## src/hw/rtl/b64d_pkg.sv

```systemverilog
// shared types for the base64 decoder: decoder state and one result word
// no dependencies

package b64d_pkg;

  // one result word as it leaves the block
  typedef struct packed {
    logic [7:0] data_byte;
    logic       byte_valid;
    logic       end_of_message;
    logic       bad_char;
  } b64d_res_t;

  // running state of the message being decoded
  typedef struct packed {
    logic [17:0] bit_acc;
    logic [1:0]  group_pos;
    logic        stopped;
    logic        failed;
  } b64d_state_t;

  localparam int unsigned MaxResults = 3;

endpackage

```

## src/hw/rtl/b64d_decode.sv

```systemverilog
// combinational step of the base64 decoder: one character, current state in,
// next state and up to three result words out; depends on b64d_pkg

module b64d_decode import b64d_pkg::*; (
  input  logic                 [7:0] char_code,
  input  logic                       end_of_text,
  input  b64d_state_t                state,
  output b64d_state_t                state_nxt,
  output b64d_res_t   [MaxResults-1:0] res,
  output logic                 [1:0] res_cnt
);

  localparam logic [7:0] CharPad  = 8'h3D;
  localparam logic [7:0] CharCr   = 8'h0D;
  localparam logic [7:0] CharLf   = 8'h0A;
  localparam logic [7:0] CharPlus = 8'h2B;
  localparam logic [7:0] CharSlsh = 8'h2F;
  localparam logic [5:0] SxPlus   = 6'd62;
  localparam logic [5:0] SxSlash  = 6'd63;

  localparam b64d_state_t StateClear = '{bit_acc: '0, group_pos: '0, stopped: 1'b0,
                                         failed: 1'b0};
  localparam b64d_res_t   ResNone    = '{data_byte: '0, byte_valid: 1'b0,
                                         end_of_message: 1'b0, bad_char: 1'b0};

  // alphabet lookup: bit 6 set when the character is not in the alphabet
  function automatic logic [6:0] sextet_of(input logic [7:0] c);
    logic [6:0] v;
    v = 7'h40;
    if (c >= 8'h41 && c <= 8'h5A) v = {1'b0, 6'(c - 8'h41)};
    else if (c >= 8'h61 && c <= 8'h7A) v = {1'b0, 6'(c - 8'h61 + 8'd26)};
    else if (c >= 8'h30 && c <= 8'h39) v = {1'b0, 6'(c - 8'h30 + 8'd52)};
    else if (c == CharPlus) v = {1'b0, SxPlus};
    else if (c == CharSlsh) v = {1'b0, SxSlash};
    return v;
  endfunction

  logic [6:0]  sx;
  logic [23:0] word;
  logic [17:0] acc_upd;
  logic [17:0] fl_acc;
  logic [1:0]  fl_pos;
  logic        do_flush;

  assign sx      = sextet_of(char_code);
  assign word    = {state.bit_acc, sx[5:0]};
  assign acc_upd = word[17:0];

  always_comb begin
    state_nxt = state;
    res       = {MaxResults{ResNone}};
    res_cnt   = 2'd0;
    do_flush  = 1'b0;
    fl_acc    = state.bit_acc;
    fl_pos    = state.group_pos;

    // character handling
    if (state.stopped || state.failed) begin
      if (end_of_text) state_nxt = StateClear;
    end else if (char_code == CharPad) begin
      do_flush  = 1'b1;
      state_nxt = StateClear;
      state_nxt.stopped = ~end_of_text;
    end else if (char_code == CharCr || char_code == CharLf) begin
      if (end_of_text) begin
        do_flush  = 1'b1;
        state_nxt = StateClear;
      end
    end else if (sx[6]) begin
      res[0].end_of_message = 1'b1;
      res[0].bad_char       = 1'b1;
      res_cnt   = 2'd1;
      state_nxt = StateClear;
      state_nxt.failed = ~end_of_text;
    end else if (state.group_pos == 2'd3) begin
      res[0] = '{data_byte: word[23:16], byte_valid: 1'b1, end_of_message: 1'b0,
                 bad_char: 1'b0};
      res[1] = '{data_byte: word[15:8], byte_valid: 1'b1, end_of_message: 1'b0,
                 bad_char: 1'b0};
      res[2] = '{data_byte: word[7:0], byte_valid: 1'b1, end_of_message: end_of_text,
                 bad_char: 1'b0};
      res_cnt   = 2'd3;
      state_nxt = StateClear;
    end else begin
      fl_acc = acc_upd;
      fl_pos = state.group_pos + 2'd1;
      state_nxt.bit_acc   = acc_upd;
      state_nxt.group_pos = fl_pos;
      if (end_of_text) begin
        do_flush  = 1'b1;
        state_nxt = StateClear;
      end
    end

    // partial group flush
    if (do_flush) begin
      case (fl_pos)
        2'd2: begin
          res[0] = '{data_byte: fl_acc[11:4], byte_valid: 1'b1, end_of_message: 1'b1,
                     bad_char: 1'b0};
          res_cnt = 2'd1;
        end
        2'd3: begin
          res[0] = '{data_byte: fl_acc[17:10], byte_valid: 1'b1, end_of_message: 1'b0,
                     bad_char: 1'b0};
          res[1] = '{data_byte: fl_acc[9:2], byte_valid: 1'b1, end_of_message: 1'b1,
                     bad_char: 1'b0};
          res_cnt = 2'd2;
        end
        default: begin
          res[0].end_of_message = 1'b1;
          res_cnt = 2'd1;
        end
      endcase
    end
  end

endmodule

```

## src/hw/rtl/base64_decoder_core.sv

```systemverilog
// Streaming Base64 decoder. One character enters per cycle on the in_ stream
// (in_tlast marks the final character of a message); decoded bytes leave one
// word per cycle on the out_ stream while out_tready is high. A character
// that completes a group of four makes three output words and a flush of
// three held values makes two; the input then pauses for every word beyond
// the first while the three-entry result buffer drains. A character that
// makes one word or none does not pause the input. Holding out_tready low
// also stalls the input, since a character is only taken once the buffer
// is empty or its last word leaves in that cycle. CR and LF are skipped; a
// bad character gives one word with bad_char set and the rest of the message
// is dropped; after '=' the rest of the message is dropped. The last word of
// each message carries out_tlast.
// Depends on b64d_pkg and b64d_decode.

module base64_decoder_core import b64d_pkg::*; (
  input  logic       clk,
  input  logic       rst_n,
  input  logic       in_tvalid,
  output logic       in_tready,
  input  logic [7:0] in_tdata,   // [7:0] char_code
  input  logic       in_tlast,   // end_of_text
  output logic       out_tvalid,
  input  logic       out_tready,
  output logic [7:0] out_tdata,  // [7:0] data_byte
  output logic [1:0] out_tuser,  // [0] byte_valid, [1] bad_char
  output logic       out_tlast   // end_of_message
);

  b64d_state_t                 state_r, state_nxt, dec_state;
  b64d_res_t [MaxResults-1:0]  buf_r, buf_nxt, dec_res;
  logic [1:0]                  cnt_r, cnt_nxt, dec_cnt;
  logic                        in_acc, out_acc;

  // per-character decode step
  b64d_decode u_decode (
    .char_code   (in_tdata),
    .end_of_text (in_tlast),
    .state       (state_r),
    .state_nxt   (dec_state),
    .res         (dec_res),
    .res_cnt     (dec_cnt)
  );

  // take a character when the buffer is empty or its last word goes out now
  assign in_tready = (cnt_r == 2'd0) || (cnt_r == 2'd1 && out_tready);
  assign in_acc    = in_tvalid && in_tready;
  assign out_acc   = out_tvalid && out_tready;

  // result buffer: load on accept, otherwise shift down on each sent word
  always_comb begin
    buf_nxt   = buf_r;
    cnt_nxt   = cnt_r;
    state_nxt = state_r;
    if (in_acc) begin
      buf_nxt   = dec_res;
      cnt_nxt   = dec_cnt;
      state_nxt = dec_state;
    end else if (out_acc) begin
      buf_nxt[0] = buf_r[1];
      buf_nxt[1] = buf_r[2];
      cnt_nxt    = cnt_r - 2'd1;
    end
  end

  // control state
  always_ff @(posedge clk) begin
    if (!rst_n) begin
      state_r <= '0;
      cnt_r   <= 2'd0;
    end else begin
      state_r <= state_nxt;
      cnt_r   <= cnt_nxt;
    end
  end

  // payload
  always_ff @(posedge clk) begin
    buf_r <= buf_nxt;
  end

  // output word
  assign out_tvalid = (cnt_r != 2'd0);
  assign out_tdata  = buf_r[0].data_byte;
  assign out_tuser  = {buf_r[0].bad_char, buf_r[0].byte_valid};
  assign out_tlast  = buf_r[0].end_of_message;

endmodule
```

## config.mk

```make
export PLATFORM = sky130hd
export DESIGN_NAME = base64_decoder_core
export DESIGN_NICKNAME = d
export VERILOG_FILES = /design/src/hw/rtl/b64d_pkg.sv /design/src/hw/rtl/b64d_decode.sv /design/src/hw/rtl/base64_decoder_core.sv
export SDC_FILE = /design/constraint.sdc
export NUM_CORES = 1
export LEC_CHECK = 0
export BUFFER_PORTS_ARGS = -buffer_cell sky130_fd_sc_hd__buf_2
export CELL_PAD_IN_SITES_DETAIL_PLACEMENT = 0
export CELL_PAD_IN_SITES_GLOBAL_PLACEMENT = 1
export CORE_AREA = 3 3 90 92
export CTS_CLUSTER_DIAMETER = 120
export DETAILED_ROUTE_END_ITERATION = 16
export DIE_AREA = 0 0 93 95
export GPL_TIMING_DRIVEN = 0
export PLACE_DENSITY_LB_ADDON = 0.12
export SYNTH_ARGS = -nofsm -noshare
export SYNTH_HDL_FRONTEND = slang
export SYNTH_SLANG_ARGS = --single-unit
export TNS_END_PERCENT = 10
```

## constraint.sdc

```tcl
create_clock -name clk -period 3.21 [get_ports clk]
set_input_delay 0.321 -clock clk [delete_from_list [all_inputs] [get_ports clk]]
set_output_delay 0.321 -clock clk [all_outputs]
set_load 0.03 [all_outputs]
```

After elaboration in Yosys (flattened, before gate mapping)
Index checks and enable logic that the tools add are counted.
{"block": "totals", "reg_bits": 57, "latchBits": 0, "ram_bits": 0, "mem_bits_ro": 0, "input_bits": 13, "out_inout_bits": 13, "memories": 0}
{"block": "op_classes", "add_sub_neg": 7, "multipliers": 0, "div": 0, "n_lt_le_gt_ge": 6, "n_eq_ne": 9, "shifts": 0, "muxes": 50, "n_bitwise": 2, "reduce_logical": 17}
{"op": "2-to-1 mux 22 bit", "n": 13}
{"op": "2-to-1 mux 18 bit", "n": 5}
{"op": "2-to-1 mux 7 bit", "n": 5}
{"op": "2-to-1 mux 2 bit", "n": 15}
{"op": "2-to-1 mux 25 bit", "n": 1}
{"op": "== test 8 x 6 -> 1 bit (second input constant)", "n": 3}
{"op": "2-to-1 mux 20 bit", "n": 1}
{"op": "one-hot mux 9 bit (2 select lines)", "n": 1}
{"op": "== test 8 x 4 -> 1 bit (second input constant)", "n": 2}
{"op": "greater-or-equal comparator 8 x 7 -> 1 bit (second input constant)", "n": 2}
{"op": "less-or-equal comparator 8 x 7 -> 1 bit (second input constant)", "n": 2}
{"op": "subtractor 6 bit (second input constant)", "n": 2}
{"op": "2-to-1 mux 11 bit", "n": 1}
{"op": "greater-or-equal comparator 8 x 6 -> 1 bit (second input constant)", "n": 1}
{"op": "less-or-equal comparator 8 x 6 -> 1 bit (second input constant)", "n": 1}
{"op": "2-to-1 mux 1 bit", "n": 8}
{"op": "adder 6 x 5 -> 6 bit (second input constant)", "n": 1}
{"op": "adder 6 bit (second input constant)", "n": 1}
{"op": "== test 2 bit (second input constant)", "n": 3}
{"op": "logical AND 1 bit", "n": 6}
{"op": "nonzero test 6 bit", "n": 1}
{"op": "subtractor 6 x 1 -> 6 bit (second input constant)", "n": 1}
{"op": "OR reduction 5 bit", "n": 1}
{"op": "nonzero test 2 bit", "n": 2}
{"op": "other kinds (9)", "n": 12}

Depth between registers and ports, before layout
{"block": "depth", "depth_word": 15, "ltp_mapped": 13, "ltp_nobuf": 11}

By module
Synthesis repeated with hierarchy kept, for this count alone.
{"block": "unflattened", "cells_unflattened": 458, "area_unflattened_um2": 4177.8}
{"module": "base64_decoder_core", "instances": 1, "cells_per_inst": 189, "area_each_um2": 2422.3, "seq_area_each_um2": 1471.4}
{"module": "b64d_decode", "instances": 1, "cells_per_inst": 269, "area_each_um2": 1755.4, "seq_area_each_um2": 0.0}

Least setup slack after synthesis
No wires, ideal clock.
{"block": "synth_timing", "path_kind": "input -> register", "start": "input in_tdata[2]", "end": "register buf_r[18] in the netlist's numbering (data pin)", "setup_ps": 261, "arrival_ps": 2226, "setup_slack_ps": 723, "path_stages": 10, "n_path_buf": 1, "cell_sequence": "inv_1 -> ha_1 -> a22o_1 -> and4_1 -> o21ai_2 -> a311oi_2 -> a21o_1 -> buf_4 -> a221oi_1 -> nor2_1"}
{"item": "start: declaration", "line": "base64_decoder_core.sv:20", "source": "input logic [7:0] in_tdata,"}
{"item": "end signal: assignment", "line": "base64_decoder_core.sv:78", "source": "buf_r <= buf_nxt;"}
{"item": "end: declaration", "line": "base64_decoder_core.sv:30", "source": "b64d_res_t [MaxResults-1:0] buf_r, buf_nxt, dec_res;"}

==> qor.csv <==
stage;metric;value;unit
sta;slew_headroom;39.1;%
worst_setup_path;endpoint;buf_r[16];
power;clockPowerShare;21.8;%
floorplan;num_io_pins;26;
worst_setup_path;r2r.worst_path.cells;9;
logic_synthesis;synth-async-reset-ratio;0;%
cts;cts_tree;done;
cts;path_clk_slew;0.11;ns
cts;htree_levels;2;
worst_setup_path;required;3.39;ns
detailed_routing;drc;0;
cts;postCtsSetupRepairBufs;0;
cts;holdBufCountCts;0;
floorplan;fp.dieArea;0.00884;mm2
power;p_leak;0.00141;uW
detailed_routing;via_per_inst;5.76;
detailed_routing;vias;2812;
sta;setup_tns;0;ns
worst_setup_path;criticalPathCategory;in -> reg;
placed_design;gp_congestion;0.863;
detailed_routing;wl_per_cell;16.7;um
floorplan;core;0.00729;mm2
job;maxCapViolCount;0;
worst_setup_path;r2r_setup_slack;0.37;ns
worst_setup_path;crit_path_start;in_tdata[2];
logic_synthesis;synthTopCellsByArea;edfxtp_1, dfxtp_1, ha_1, nor2b_1, a22oi_1;
worst_setup_path;cp_max_fo;10;
detailed_routing;drtIter0Drc;208;
placed_design;pre_cts_slack;0.0612;ns
worst_setup_path;cp_slowest_cell;clkbuf_1;
cts;clk_latency;0.32;ns
logic_synthesis;yosysTopAreaCell;edfxtp_1;
worst_setup_path;arrival;3.04;ns
sta;rsz0062_at_grt;no;
logic_synthesis;synth_ff_type;edfxtp_1;
cts;ctsResizeCount;0;
cts;cts_buffer_depth;2;
layout;n_antenna_cell;0;
placed_design;post-dp-hpwl;6170;um
placed_design;portBuffers;25;
logic_synthesis;yosysUniqueCellTypes;60;
sta;drv_slew;0;
logic_synthesis;synth_edf_count;31;
layout;fin_area;0.00376;mm2
global_route;grt_pass1_vias;2572;
global_route;overflow;0;
detailed_routing;drt_wl_total;8130;um
global_route;grt_pass1_wl;13200;um
worst_setup_path;worstReg2RegStart;cnt_r[0];
logic_synthesis;ys_seq_area_share;41.3;%
global_route;grt_max_degree;26;
power;seqPwrFrac;47.2;%
cts;root_buffer;clkbuf_8;
power;power.internal;1260;uW
power;swShare;34.7;%
layout;utilization;51.6;%
logic_synthesis;synthesis.area;0.00341;mm2
worst_setup_path;crit_path_cell_trace;buf_2, inv_1, ha_1, a22o_1, and3_1, nand3b_2, a21oi_1, nand2_1, inv_1, clkbuf_1, a21oi_1, o21ai_0, o21a_1;
logic_synthesis;syn_avg_cell_area;9.59;um2
worst_setup_path;path_depth;13;
worst_setup_path;reg2reg_to;buf_r[17];
layout;area_delta_synth_final;10.3;%
floorplan;core.rowCount;31;
logic_synthesis;yosys_warnings;0;
floorplan;die-height;95;um
floorplan;start_util;46.8;%
logic_synthesis;synth_top_area_share;27.3;%
sta;worst_slew_pin_slew;0.914;ns
worst_setup_path;start_kind;input port;
sta;setup_violations;0;
detailed_routing;dr.pass1.iters;4;
sta;finalHoldViolCount;0;
global_route;antenna_found_initial;0;
run_status;status;finished clean;
global_route;grt_usage;19.2;%
hold_path;min_path_type;in -> reg;
logic_synthesis;synthCells;356;
worst_setup_path;crit_buf_inv;4;
sta;fmax;0.350;GHz
placed_design;place_area;0.00366;mm2
floorplan;dieWidth;93;um
power;power_density;514;mW/mm2
cts;cts_num_sinks;55;
layout;drive_gt1_share;15.7;%
logic_synthesis;syn_nets;384;
power;netSwitchingPower;671;uW
logic_synthesis;synth_commonest_cells;edfxtp_1, nor2_1, dfxtp_1;
worst_setup_path;end_kind;flip-flop;
sta;layout_min_cycle_time;2.85;ns
sta;fin_ws;0.355;ns
layout;nets;416;
worst_setup_path;cpPeakStageDelay;0.37;ns
detailed_routing;drtAntennaViolNets;0;
sta;fin_crit_sh;88.9;%
worst_setup_path;cp_top_family;compound AO/OA/AOI/OAI gates;
sta;fin_worst_skew;0.0103;ns
cts;numCtsBuffers;5;
logic_synthesis;ys_seq_elements;55;
power;power;1930;uW
power;vdd_drop_max;214;uV
power;pwr-share-comb;31.1;%
-- metrics by stage --
stage	instances	hold WS, ns
after floorplan	356	0.465
after global placement	480	0.478
after detailed placement	480	0.494
after CTS	488	0.302
after global routing	488	0.310
final	488	0.311
-- state kept, by name, summed over array words and instances, names as in the netlist --
signal and cells:
buf_r 20, cnt_r 2, out_tdata 8, out_tlast 1, out_tuser 2, state_r 22
-- power by group through the flow --
stage	Clock [uW]	Combinational, uW	Sequential [uW]
global placement	0	599	927
floorplan	0	446	930
CTS	434	604	913
finish	421	601	912
global route	462	668	923
detailed placement	0	603	930
-- layout by cell type, fill, tap and decap left out, drive strengths merged, types with 5 or more instances in the layout --
cell type,netlist,routed
a211oi,5,5
a21oi,13,13
a221oi,8,8
a22oi,16,16
a2bb2oi,6,6
a31oi,8,8
and2,12,12
and3,6,6
buf,15,40
clkbuf,10,15
dfxtp,24,24
edfxtp,31,31
ha,15,15
inv,20,22
nand2,21,21
nand3,12,12
nor2,31,31
nor2b,22,22
nor3,6,6
o21a,8,8
o21ai,11,11
o22ai,5,5
-- routing by layer --
layer  share of wire [%]  vias to the layer above  global-route usage [%]
li1                    -                     1380                       -
met1                  47                     1346                    27.1
met2                  47                       80                    31.4
met3                 5.1                        6                    2.55
met4                0.93                        0                    4.03
met5                   0                        -                       0
-- kinds of logic after synthesis --
kind of cell             share of synthesized area, %
XOR/XNOR                                        0.513
adder cells (fa/ha/maj)                          5.50
flip-flops                                       41.3
AND/OR/NAND/NOR                                  20.9
multiplexers                                    0.623
buffers and inverters                            6.45
AO/OA/AOI/OAI                                    24.6
-- cell type report --
class | count | area, um2
Timing Repair Buffer | 25 | 125
Sequential cell | 55 | 1410
Multi-Input combinational cell | 256 | 1780
Fill cell | 703 | 3530
Tap cell | 99 | 124
Buffer | 25 | 145
Clock inverter | 3 | 33.8
Inverter | 20 | 75.1
Clock buffer | 5 | 68.8
-- worst min-delay path by stage --
stage / start / slack [ns] / depth (start not counted) / to
after floorplan: state_r[1] / 0.46 / 1 / state_r[1]
after global placement: state_r[1] / 0.48 / 1 / state_r[1]
after detailed placement: state_r[1] / 0.49 / 1 / state_r[1]
after CTS: rst_n / 0.30 / 2 / cnt_r[0]
after global routing: rst_n / 0.31 / 2 / cnt_r[0]
final: rst_n / 0.31 / 2 / cnt_r[0]
No activity file was read; power rests on OpenSTA's default activity.
